===== src/hdl/tcw_pkg.sv =====
`timescale 1ns / 1ps

package tcw_pkg;

  localparam int SLOTS_DEF   = 16;
  localparam int ID_BITS_DEF = 32;

  localparam logic [1:0] CMD_REG   = 2'd0;
  localparam logic [1:0] CMD_UNREG = 2'd1;
  localparam logic [1:0] CMD_FEED  = 2'd2;

  localparam logic [1:0] ST_OK       = 2'd0;
  localparam logic [1:0] ST_DUP      = 2'd1;
  localparam logic [1:0] ST_FULL     = 2'd2;
  localparam logic [1:0] ST_NOTFOUND = 2'd3;

  typedef struct packed {
    logic [1:0]  command;
    logic [31:0] client_id;
  } in_item_t;

  typedef struct packed {
    logic [1:0] status;
    logic       kick;
  } out_item_t;

endpackage


===== src/hdl/task_checkin_watchdog.sv =====
// Check-in table in front of a hardware watchdog.
// Input channel (in_valid / in_stall / in_data) carries one command item:
// register, unregister or feed for a client id. Each item yields exactly one
// result item on the output channel (out_valid / out_stall / out_data) with a
// status code and a kick bit that pulses the watchdog.
// cfg_we / cfg_wdata write the enable bit; write it only while the block is
// idle. Feeds still get a status but neither check in nor kick while it is clear.
// Each item walks the client id memory one slot per cycle through its single
// read port: the block accepts the item, issues a read for every slot, takes
// the last read data and then updates the table, writing the result into the
// output register; the next item is taken in the cycle after that update.
// A result waits in the output register while the receiver stalls; the next
// item is accepted and scanned meanwhile, and holds before its table update
// until the output register is free.
// Reset (synchronous, rst_n low) empties the table, clears all check-in marks
// and the enable bit; the id memory itself needs no clearing.
`timescale 1ns / 1ps

module task_checkin_watchdog import tcw_pkg::*; #(
  parameter int SLOTS   = SLOTS_DEF,
  parameter int ID_BITS = ID_BITS_DEF
) (
  input  logic      clk,
  input  logic      rst_n,
  input  logic      in_valid,
  output logic      in_stall,
  input  in_item_t  in_data,
  output logic      out_valid,
  input  logic      out_stall,
  output out_item_t out_data,
  input  logic      cfg_we,
  input  logic      cfg_wdata
);

  localparam int IDX_W = (SLOTS > 1) ? $clog2(SLOTS) : 1;

  logic               enabled_r, enabled_nxt;
  logic               out_valid_r, out_valid_nxt;
  out_item_t          out_data_r;
  logic               mem_we;
  logic [IDX_W-1:0]   mem_waddr;
  logic [ID_BITS-1:0] mem_wdata;
  logic [IDX_W-1:0]   mem_raddr;
  logic [ID_BITS-1:0] mem_rdata;
  logic               res_ready;
  logic               res_valid;
  out_item_t          res_data;

  tcw_mem #(
    .SLOTS   (SLOTS),
    .ID_BITS (ID_BITS)
  ) u_mem (
    .clk     (clk),
    .wr_en   (mem_we),
    .wr_addr (mem_waddr),
    .wr_data (mem_wdata),
    .rd_addr (mem_raddr),
    .rd_data (mem_rdata)
  );

  tcw_ctrl #(
    .SLOTS   (SLOTS),
    .ID_BITS (ID_BITS)
  ) u_ctrl (
    .clk       (clk),
    .rst_n     (rst_n),
    .enabled   (enabled_r),
    .in_valid  (in_valid),
    .in_data   (in_data),
    .in_stall  (in_stall),
    .mem_we    (mem_we),
    .mem_waddr (mem_waddr),
    .mem_wdata (mem_wdata),
    .mem_raddr (mem_raddr),
    .mem_rdata (mem_rdata),
    .res_ready (res_ready),
    .res_valid (res_valid),
    .res_data  (res_data)
  );

  assign res_ready = !out_valid_r || !out_stall;
  assign out_valid = out_valid_r;
  assign out_data  = out_data_r;

  always_comb begin
    enabled_nxt   = cfg_we ? cfg_wdata : enabled_r;
    out_valid_nxt = out_valid_r;
    if (res_valid) begin
      out_valid_nxt = 1'b1;
    end else if (!out_stall) begin
      out_valid_nxt = 1'b0;
    end
  end

  always_ff @(posedge clk) begin
    if (!rst_n) begin
      enabled_r   <= 1'b0;
      out_valid_r <= 1'b0;
    end else begin
      enabled_r   <= enabled_nxt;
      out_valid_r <= out_valid_nxt;
    end
  end

  always_ff @(posedge clk) begin
    if (res_valid) begin
      out_data_r <= res_data;
    end
  end

`ifndef SYNTHESIS
  a_busy_after_accept: assert property (@(posedge clk) disable iff (!rst_n)
    (in_valid && !in_stall) |=> in_stall)
    else $error("input accepted while an item is still in progress");

  a_no_overwrite: assert property (@(posedge clk) disable iff (!rst_n)
    res_valid |-> (!out_valid_r || !out_stall))
    else $error("result overwrote a stalled output item");

  a_kick_status: assert property (@(posedge clk) disable iff (!rst_n)
    (out_valid && out_data.kick) |->
      (out_data.status == ST_OK || out_data.status == ST_NOTFOUND))
    else $error("kick with a rejected command");

  a_kick_enabled: assert property (@(posedge clk) disable iff (!rst_n)
    (res_valid && res_data.kick) |-> enabled_r)
    else $error("kick while disabled");
`endif

endmodule


===== src/hdl/tcw_mem.sv =====
`timescale 1ns / 1ps

module tcw_mem import tcw_pkg::*; #(
  parameter int SLOTS   = SLOTS_DEF,
  parameter int ID_BITS = ID_BITS_DEF,
  localparam int IDX_W  = (SLOTS > 1) ? $clog2(SLOTS) : 1
) (
  input  logic               clk,
  input  logic               wr_en,
  input  logic [IDX_W-1:0]   wr_addr,
  input  logic [ID_BITS-1:0] wr_data,
  input  logic [IDX_W-1:0]   rd_addr,
  output logic [ID_BITS-1:0] rd_data
);

  logic [ID_BITS-1:0] mem [SLOTS];

  always_ff @(posedge clk) begin
    if (wr_en) begin
      mem[wr_addr] <= wr_data;
    end
  end

  always_ff @(posedge clk) begin
    rd_data <= mem[rd_addr];
  end

endmodule


===== src/hdl/tcw_ctrl.sv =====
`timescale 1ns / 1ps

module tcw_ctrl import tcw_pkg::*; #(
  parameter int SLOTS   = SLOTS_DEF,
  parameter int ID_BITS = ID_BITS_DEF,
  localparam int IDX_W  = (SLOTS > 1) ? $clog2(SLOTS) : 1
) (
  input  logic               clk,
  input  logic               rst_n,
  input  logic               enabled,
  input  logic               in_valid,
  input  in_item_t           in_data,
  output logic               in_stall,
  output logic               mem_we,
  output logic [IDX_W-1:0]   mem_waddr,
  output logic [ID_BITS-1:0] mem_wdata,
  output logic [IDX_W-1:0]   mem_raddr,
  input  logic [ID_BITS-1:0] mem_rdata,
  input  logic               res_ready,
  output logic               res_valid,
  output out_item_t          res_data
);

  typedef enum logic [1:0] {S_IDLE, S_SCAN, S_LAST, S_FIN} state_t;

  state_t             state_r, state_nxt;
  logic [IDX_W-1:0]   idx_r, idx_nxt;
  logic               rd_vld_r, rd_vld_nxt;
  logic [IDX_W-1:0]   rd_idx_r, rd_idx_nxt;
  logic [1:0]         cmd_r, cmd_nxt;
  logic [ID_BITS-1:0] key_r, key_nxt;
  logic               found_r, found_nxt;
  logic [IDX_W-1:0]   fidx_r, fidx_nxt;
  logic               free_r, free_nxt;
  logic [IDX_W-1:0]   freeidx_r, freeidx_nxt;
  logic               unchk_r, unchk_nxt;
  logic [SLOTS-1:0]   used_r, used_nxt;
  logic [SLOTS-1:0]   chk_r, chk_nxt;
  logic               hit;
  logic               slot_used;

  assign in_stall  = (state_r != S_IDLE);
  assign mem_raddr = idx_r;
  assign mem_waddr = freeidx_r;
  assign mem_wdata = key_r;
  assign slot_used = used_r[rd_idx_r];
  assign hit       = rd_vld_r && slot_used && (mem_rdata == key_r);

  always_comb begin
    state_nxt   = state_r;
    idx_nxt     = idx_r;
    rd_vld_nxt  = rd_vld_r;
    rd_idx_nxt  = rd_idx_r;
    cmd_nxt     = cmd_r;
    key_nxt     = key_r;
    found_nxt   = found_r;
    fidx_nxt    = fidx_r;
    free_nxt    = free_r;
    freeidx_nxt = freeidx_r;
    unchk_nxt   = unchk_r;
    used_nxt    = used_r;
    chk_nxt     = chk_r;
    mem_we      = 1'b0;
    res_valid   = 1'b0;
    res_data    = '{status: ST_OK, kick: 1'b0};

    case (state_r)
      S_IDLE: begin
        if (in_valid) begin
          cmd_nxt    = in_data.command;
          key_nxt    = ID_BITS'(in_data.client_id);
          found_nxt  = 1'b0;
          free_nxt   = 1'b0;
          unchk_nxt  = 1'b0;
          idx_nxt    = '0;
          rd_vld_nxt = 1'b0;
          state_nxt  = S_SCAN;
        end
      end
      S_SCAN: begin
        rd_vld_nxt = 1'b1;
        rd_idx_nxt = idx_r;
        if (idx_r == IDX_W'(SLOTS - 1)) begin
          state_nxt = S_LAST;
        end else begin
          idx_nxt = idx_r + IDX_W'(1);
        end
      end
      S_LAST: begin
        rd_vld_nxt = 1'b0;
        state_nxt  = S_FIN;
      end
      S_FIN: begin
        // hold until the output register can take the item
        if (res_ready) begin
          res_valid = 1'b1;
          state_nxt = S_IDLE;
          case (cmd_r)
            CMD_REG: begin
              if (found_r) begin
                res_data.status = ST_DUP;
              end else if (!free_r) begin
                res_data.status = ST_FULL;
              end else begin
                mem_we              = 1'b1;
                used_nxt[freeidx_r] = 1'b1;
                if (enabled && !unchk_r) begin
                  chk_nxt       = '0;
                  res_data.kick = 1'b1;
                end else begin
                  chk_nxt[freeidx_r] = enabled;
                end
              end
            end
            CMD_UNREG: begin
              if (!found_r) begin
                res_data.status = ST_NOTFOUND;
              end else begin
                used_nxt[fidx_r] = 1'b0;
                chk_nxt[fidx_r]  = 1'b0;
              end
            end
            CMD_FEED: begin
              if (!found_r) begin
                res_data.status = ST_NOTFOUND;
              end
              if (enabled) begin
                if (!unchk_r) begin
                  chk_nxt       = '0;
                  res_data.kick = 1'b1;
                end else if (found_r) begin
                  chk_nxt[fidx_r] = 1'b1;
                end
              end
            end
            default: begin
            end
          endcase
        end
      end
      default: state_nxt = S_IDLE;
    endcase

    // one slot's id returns per cycle: note match, lowest free slot, and
    // any other occupied slot still waiting to check in
    if (rd_vld_r) begin
      if (hit && !found_r) begin
        found_nxt = 1'b1;
        fidx_nxt  = rd_idx_r;
      end
      if (!slot_used && !free_r) begin
        free_nxt    = 1'b1;
        freeidx_nxt = rd_idx_r;
      end
      if (slot_used && !chk_r[rd_idx_r] && !hit) begin
        unchk_nxt = 1'b1;
      end
    end
  end

  always_ff @(posedge clk) begin
    if (!rst_n) begin
      state_r  <= S_IDLE;
      rd_vld_r <= 1'b0;
      used_r   <= '0;
      chk_r    <= '0;
    end else begin
      state_r  <= state_nxt;
      rd_vld_r <= rd_vld_nxt;
      used_r   <= used_nxt;
      chk_r    <= chk_nxt;
    end
  end

  always_ff @(posedge clk) begin
    idx_r     <= idx_nxt;
    rd_idx_r  <= rd_idx_nxt;
    cmd_r     <= cmd_nxt;
    key_r     <= key_nxt;
    found_r   <= found_nxt;
    fidx_r    <= fidx_nxt;
    free_r    <= free_nxt;
    freeidx_r <= freeidx_nxt;
    unchk_r   <= unchk_nxt;
  end

endmodule

===== config.mk =====
export PLATFORM = sky130hd
export DESIGN_NAME = task_checkin_watchdog
export DESIGN_NICKNAME = d
export VERILOG_FILES = /design/src/hdl/tcw_pkg.sv /design/src/hdl/task_checkin_watchdog.sv /design/src/hdl/tcw_mem.sv /design/src/hdl/tcw_ctrl.sv
export SDC_FILE = /design/constraint.sdc
export NUM_CORES = 1
export LEC_CHECK = 0
export BUFFER_PORTS_ARGS = -buffer_cell sky130_fd_sc_hd__buf_4
export CORE_UTILIZATION = 48
export DETAILED_ROUTE_END_ITERATION = 10
export GPL_TIMING_DRIVEN = 0
export REMOVE_ABC_BUFFERS = 1
export SYNTH_ARGS = -nofsm -noshare
export SYNTH_HDL_FRONTEND = slang
export SYNTH_SLANG_ARGS = --single-unit

===== constraint.sdc =====
create_clock -name clk -period 5.56 [get_ports clk]
set_input_delay 0.278 -clock clk [delete_from_list [all_inputs] [get_ports clk]]
set_output_delay 0.278 -clock clk [all_outputs]
set_load 0.005 [all_outputs]

==> load_flow_metrics.sql <==
INSERT INTO impl_metrics (metric_group, metric, value, unit) VALUES
('yosys', 'asyncSetResetFlopFracSynth', '0', ''),
('placement', 'place.detailed.instances', '1942', ''),
('yosys', 'synth_cells', '1240', ''),
('timing', 'finalMaxSlewViolations', '0', ''),
('yosys', 'post_synth_most_frequent_cells', 'sky130_fd_sc_hd__edfxtp_1 (565), sky130_fd_sc_hd__mux4_2 (168), sky130_fd_sc_hd__dfxtp_1 (72), sky130_fd_sc_hd__a21oi_1 (60), sky130_fd_sc_hd__nor2_1 (50)', ''),
('clock_network', 'clock_tree.root_cell', 'sky130_fd_sc_hd__clkbuf_16', ''),
('yosys', 'synthesis.yosys.warnings', '0', ''),
('critical_path', 'timing.critical_path.fanout_max', '35', ''),
('yosys', 'synth_seq_cells', '637', ''),
('detailed_routing', 'antenna_left', '0', ''),
('timing', 'slew_headroom', '0.0135', ''),
('yosys', 'synth_flop_cell', 'sky130_fd_sc_hd__edfxtp_1', ''),
('yosys', 'share_of_synthesized_area_occupied_by_flip_flops_and_latches', '0.744', ''),
('cells_and_area', 'drive_above_1_share', '0.266', ''),
('timing', 'period_needed', '3.53', 'ns'),
('critical_path', 'critical_path.endpoint_type', 'register', ''),
('critical_path', 'critPathSlowestCell', 'sky130_fd_sc_hd__o211ai_1', ''),
('detailed_routing', 'dr_total_vias', '12100', ''),
('cells_and_area', 'antenna_cells_inserted', '0', ''),
('status', 'status', 'complete, but fails checks', ''),
('detailed_routing', 'drt-vias-per-instance', '5.78', ''),
('detailed_routing', 'drt_first_iter_violations', '1039', ''),
('cells_and_area', 'fin_cells', '2102', ''),
('timing', 'timing.final.setup_violations', '0', ''),
('status', 'violations', 'max-capacitance violations', ''),
('yosys', 'synthesis.area_per_instance', '20.0', 'sq um'),
('timing', 'worst_slew_pin_slew', '1.47', 'ns'),
('critical_path', 'timing.critical_path.mode_cell', 'sky130_fd_sc_hd__a21oi_1', ''),
('job', 'max_capacitance_violation_count', '1', ''),
('power', 'peakVddDrop', '0.229', 'mV'),
('floorplan', 'standard_cell_rows', '82', ''),
('global_routing', 'maximum_number_of_pins_on_one_net_before_global_route_repair', '37', ''),
('power', 'powerDensity', '462', 'mW/mm^2'),
('timing', 'hold_ws', '0.0805', 'ns'),
('critical_path', 'worst_r2r_endpoint', 'u_ctrl.chk_r[0]$_SDFFE_PN0P_', ''),
('placement', 'placed_cell_area', '0.0270', 'sq mm'),
('yosys', 'synth_edf_count', '565', ''),
('placement', 'place.gp.congestion', '0.794', ''),
('yosys', 'yosys.area.top_type_share', '0.685', ''),
('power', 'power.leakage', '9.34', 'nW'),
('critical_path', 'setup.reg_to_reg.worst_slack', '2.03', 'ns'),
('cells_and_area', 'layout.cell_area.non_filler', '0.0296', 'sq mm'),
('detailed_routing', 'drc', '0', ''),
('worst_hold_path', 'holdCritStartpoint', 'out_stall', ''),
('yosys', 'yosysMostFrequentCell', 'sky130_fd_sc_hd__edfxtp_1', ''),
('clock_network', 'cts_htree_levels', '3', ''),
('floorplan', 'core_region_area', '0.0505', 'sq mm'),
('worst_hold_path', 'min_delay_path_depth', '3', ''),
('global_routing', 'grt_overflow', '0', ''),
('clock_network', 'cts_tree', 'done', ''),
('cells_and_area', 'areaGrowthSynthToFinish', '19.4', '%'),
('timing', 'finalCritPeriodShare', '0.636', ''),
('detailed_routing', 'drtPass1Iterations', '5', ''),
('detailed_routing', 'route.detailed.wl_per_inst', '25.6', 'um'),
('clock_network', 'clock_latency', '0.59', 'ns'),
('floorplan', 'die_height', '229', 'um'),
('yosys', 'post_synth_instance_area', '0.0248', 'sq mm'),
('critical_path', 'worstPathArrival', '4.02', 'ns'),
('critical_path', 'r2r-start', 'u_ctrl.cmd_r[1]$_DFFE_PP_', ''),
('critical_path', 'critPathMaxStageDelay', '1.21', 'ns'),
('timing', 'maxClockFrequency', '0.283', 'GHz'),
('timing', 'hold_viol', '0', ''),
('detailed_routing', 'wirelength', '53800', 'um'),
('global_routing', 'antenna_violations_before_repair', '0', ''),
('cells_and_area', 'nets', '1426', ''),
('yosys', 'yosys-top-cells-area', 'sky130_fd_sc_hd__edfxtp_1 (69%), sky130_fd_sc_hd__mux4_2 (15%), sky130_fd_sc_hd__dfxtp_1 (5.8%)', ''),
('floorplan', 'fp.dieW', '229', 'um'),
('critical_path', 'timing.critical_path.cells', 'inv_1, ha_1, a21oi_1, o211ai_1, o21ai_0, a21oi_1', ''),
('yosys', 'netlist.top_cell.by_area', 'sky130_fd_sc_hd__edfxtp_1', ''),
('worst_hold_path', 'holdPathEnd', 'out_valid$_SDFFE_PN0P_', ''),
('clock_network', 'cts.sinks', '637', '');
## routing by layer
metal	vias up	share of wire	global-route usage
met1	6387	0.42	0.281
li1	5351	-	-
met3	80	0.047	0.0351
met2	329	0.51	0.363
met5	-	0	0
met4	0	0.019	0.0485
## cells by family (layout without fill, tap and decap cells)
| logic type | Yosys count | in the layout | share of synthesized area |
|---|---|---|---|
| AO/OA/AOI/OAI | 139 | 139 | 0.0329 |
| XOR/XNOR | 34 | 34 | 0.0120 |
| adder cells (fa/ha/maj) | 9 | 9 | 0.00455 |
| buffers and inverters | 78 | 268 | 0.0156 |
| flip-flops | 637 | 637 | 0.744 |
| multiplexers | 172 | 172 | 0.154 |
| AND/OR/NAND/NOR | 171 | 171 | 0.0369 |
## how the worst max path moves through the flow
stage,from,end,slack (ns),cells after the start
2_1_floorplan,u_ctrl.mem_raddr[0]$_SDFFCE_PN0P_,u_ctrl.state_r[1]$_SDFFE_PN0P_,-0.93,6
3_3_place_gp,u_ctrl.mem_raddr[0]$_SDFFCE_PN0P_,u_ctrl.state_r[1]$_SDFFE_PN0P_,-3.65,6
3_5_place_dp,u_ctrl.cmd_r[1]$_DFFE_PP_,u_ctrl.chk_r[2]$_SDFFE_PN0P_,2.11,6
4_1_cts,u_ctrl.cmd_r[1]$_DFFE_PP_,u_ctrl.chk_r[2]$_SDFFE_PN0P_,2.04,6
5_1_grt,u_ctrl.cmd_r[1]$_DFFE_PP_,u_ctrl.chk_r[2]$_SDFFE_PN0P_,1.84,6
6_report,u_ctrl.cmd_r[1]$_DFFE_PP_,u_ctrl.chk_r[0]$_SDFFE_PN0P_,2.03,6
## cells in the final DEF, fill, tap and decap left out, drive strengths merged, types with 9 or more instances in the layout
master / instances
clkinv: 18
nand4: 10
buf: 96
o21bai: 16
dlygate4sd3: 37
ha: 9
dfxtp: 72
a21oi: 60
nor2: 50
clkbuf: 99
o21ai: 39
inv: 14
o32ai: 10
edfxtp: 565
xnor2: 33
nand3: 13
mux4: 168
nor2b: 29
nand2: 31
## layout make-up
type	instances	area (sq um)
fill	3693	20900
multi-input combinational	525	6090
tap	672	841
clock inverter	24	245
timing repair buffer	133	2000
inverter	12	45.0
clock buffer	99	1940
sequential	637	18400
## tightest hold or removal path, delay by kind of cell
family	cells	cell delay [ns]
AOI/OAI and AO/OA	1	0.12
buffers and inverters	1	0.07
and+or+nand+nor	1	0.17
## sequential cells by signal, summed over array words and instances (netlist names)
name,flops
u_mem.mem,512
enabled_r,1
u_mem.rd_data,32
u_ctrl.free_r,1
u_ctrl.rd_vld_r,1
u_ctrl.chk_r,16
u_ctrl.used_r,16
u_ctrl.rd_idx_r,4
u_ctrl.state_r,2
u_ctrl.cmd_r,2
u_ctrl.unchk_r,1
out_data,3
u_ctrl.mem_wdata,32
u_ctrl.found_r,1
u_ctrl.fidx_r,4
u_ctrl.mem_raddr,4
out_valid,1
u_ctrl.mem_waddr,4
## report_power, final
group / switching (mW) / internal [mW]
combinational: 1.26 / 1.81
clock: 1.80 / 2.61
sequential: 0.448 / 5.73
total: 3.50 / 10.2
## through the flow
step / utilization / setup TNS [ns] / power [mW] / setup slack (ns)
floorplan: - / -30.90 / 8.34 / -0.926
detailed placement: 0.535 / 0 / 9.37 / 2.11
global route: 0.586 / 0 / 14.2 / 1.84
global placement: 0.507 / -153.51 / 9.12 / -3.65
finish: 0.586 / 0 / 13.7 / 2.03
CTS: 0.586 / 0 / 13.8 / 2.04
## timing repair
| action | 4_1_cts | 5_1_grt |
|---|---|---|
| hold buffers | 37 | 0 |
| resized for setup | 0 | 0 |
| buffers inserted | 0 | 0 |
| endpoints found under the setup margin | 0 | 0 |
| endpoints found under the hold margin | 36 | 0 |
No activity file was read; power rests on OpenSTA's default activity.
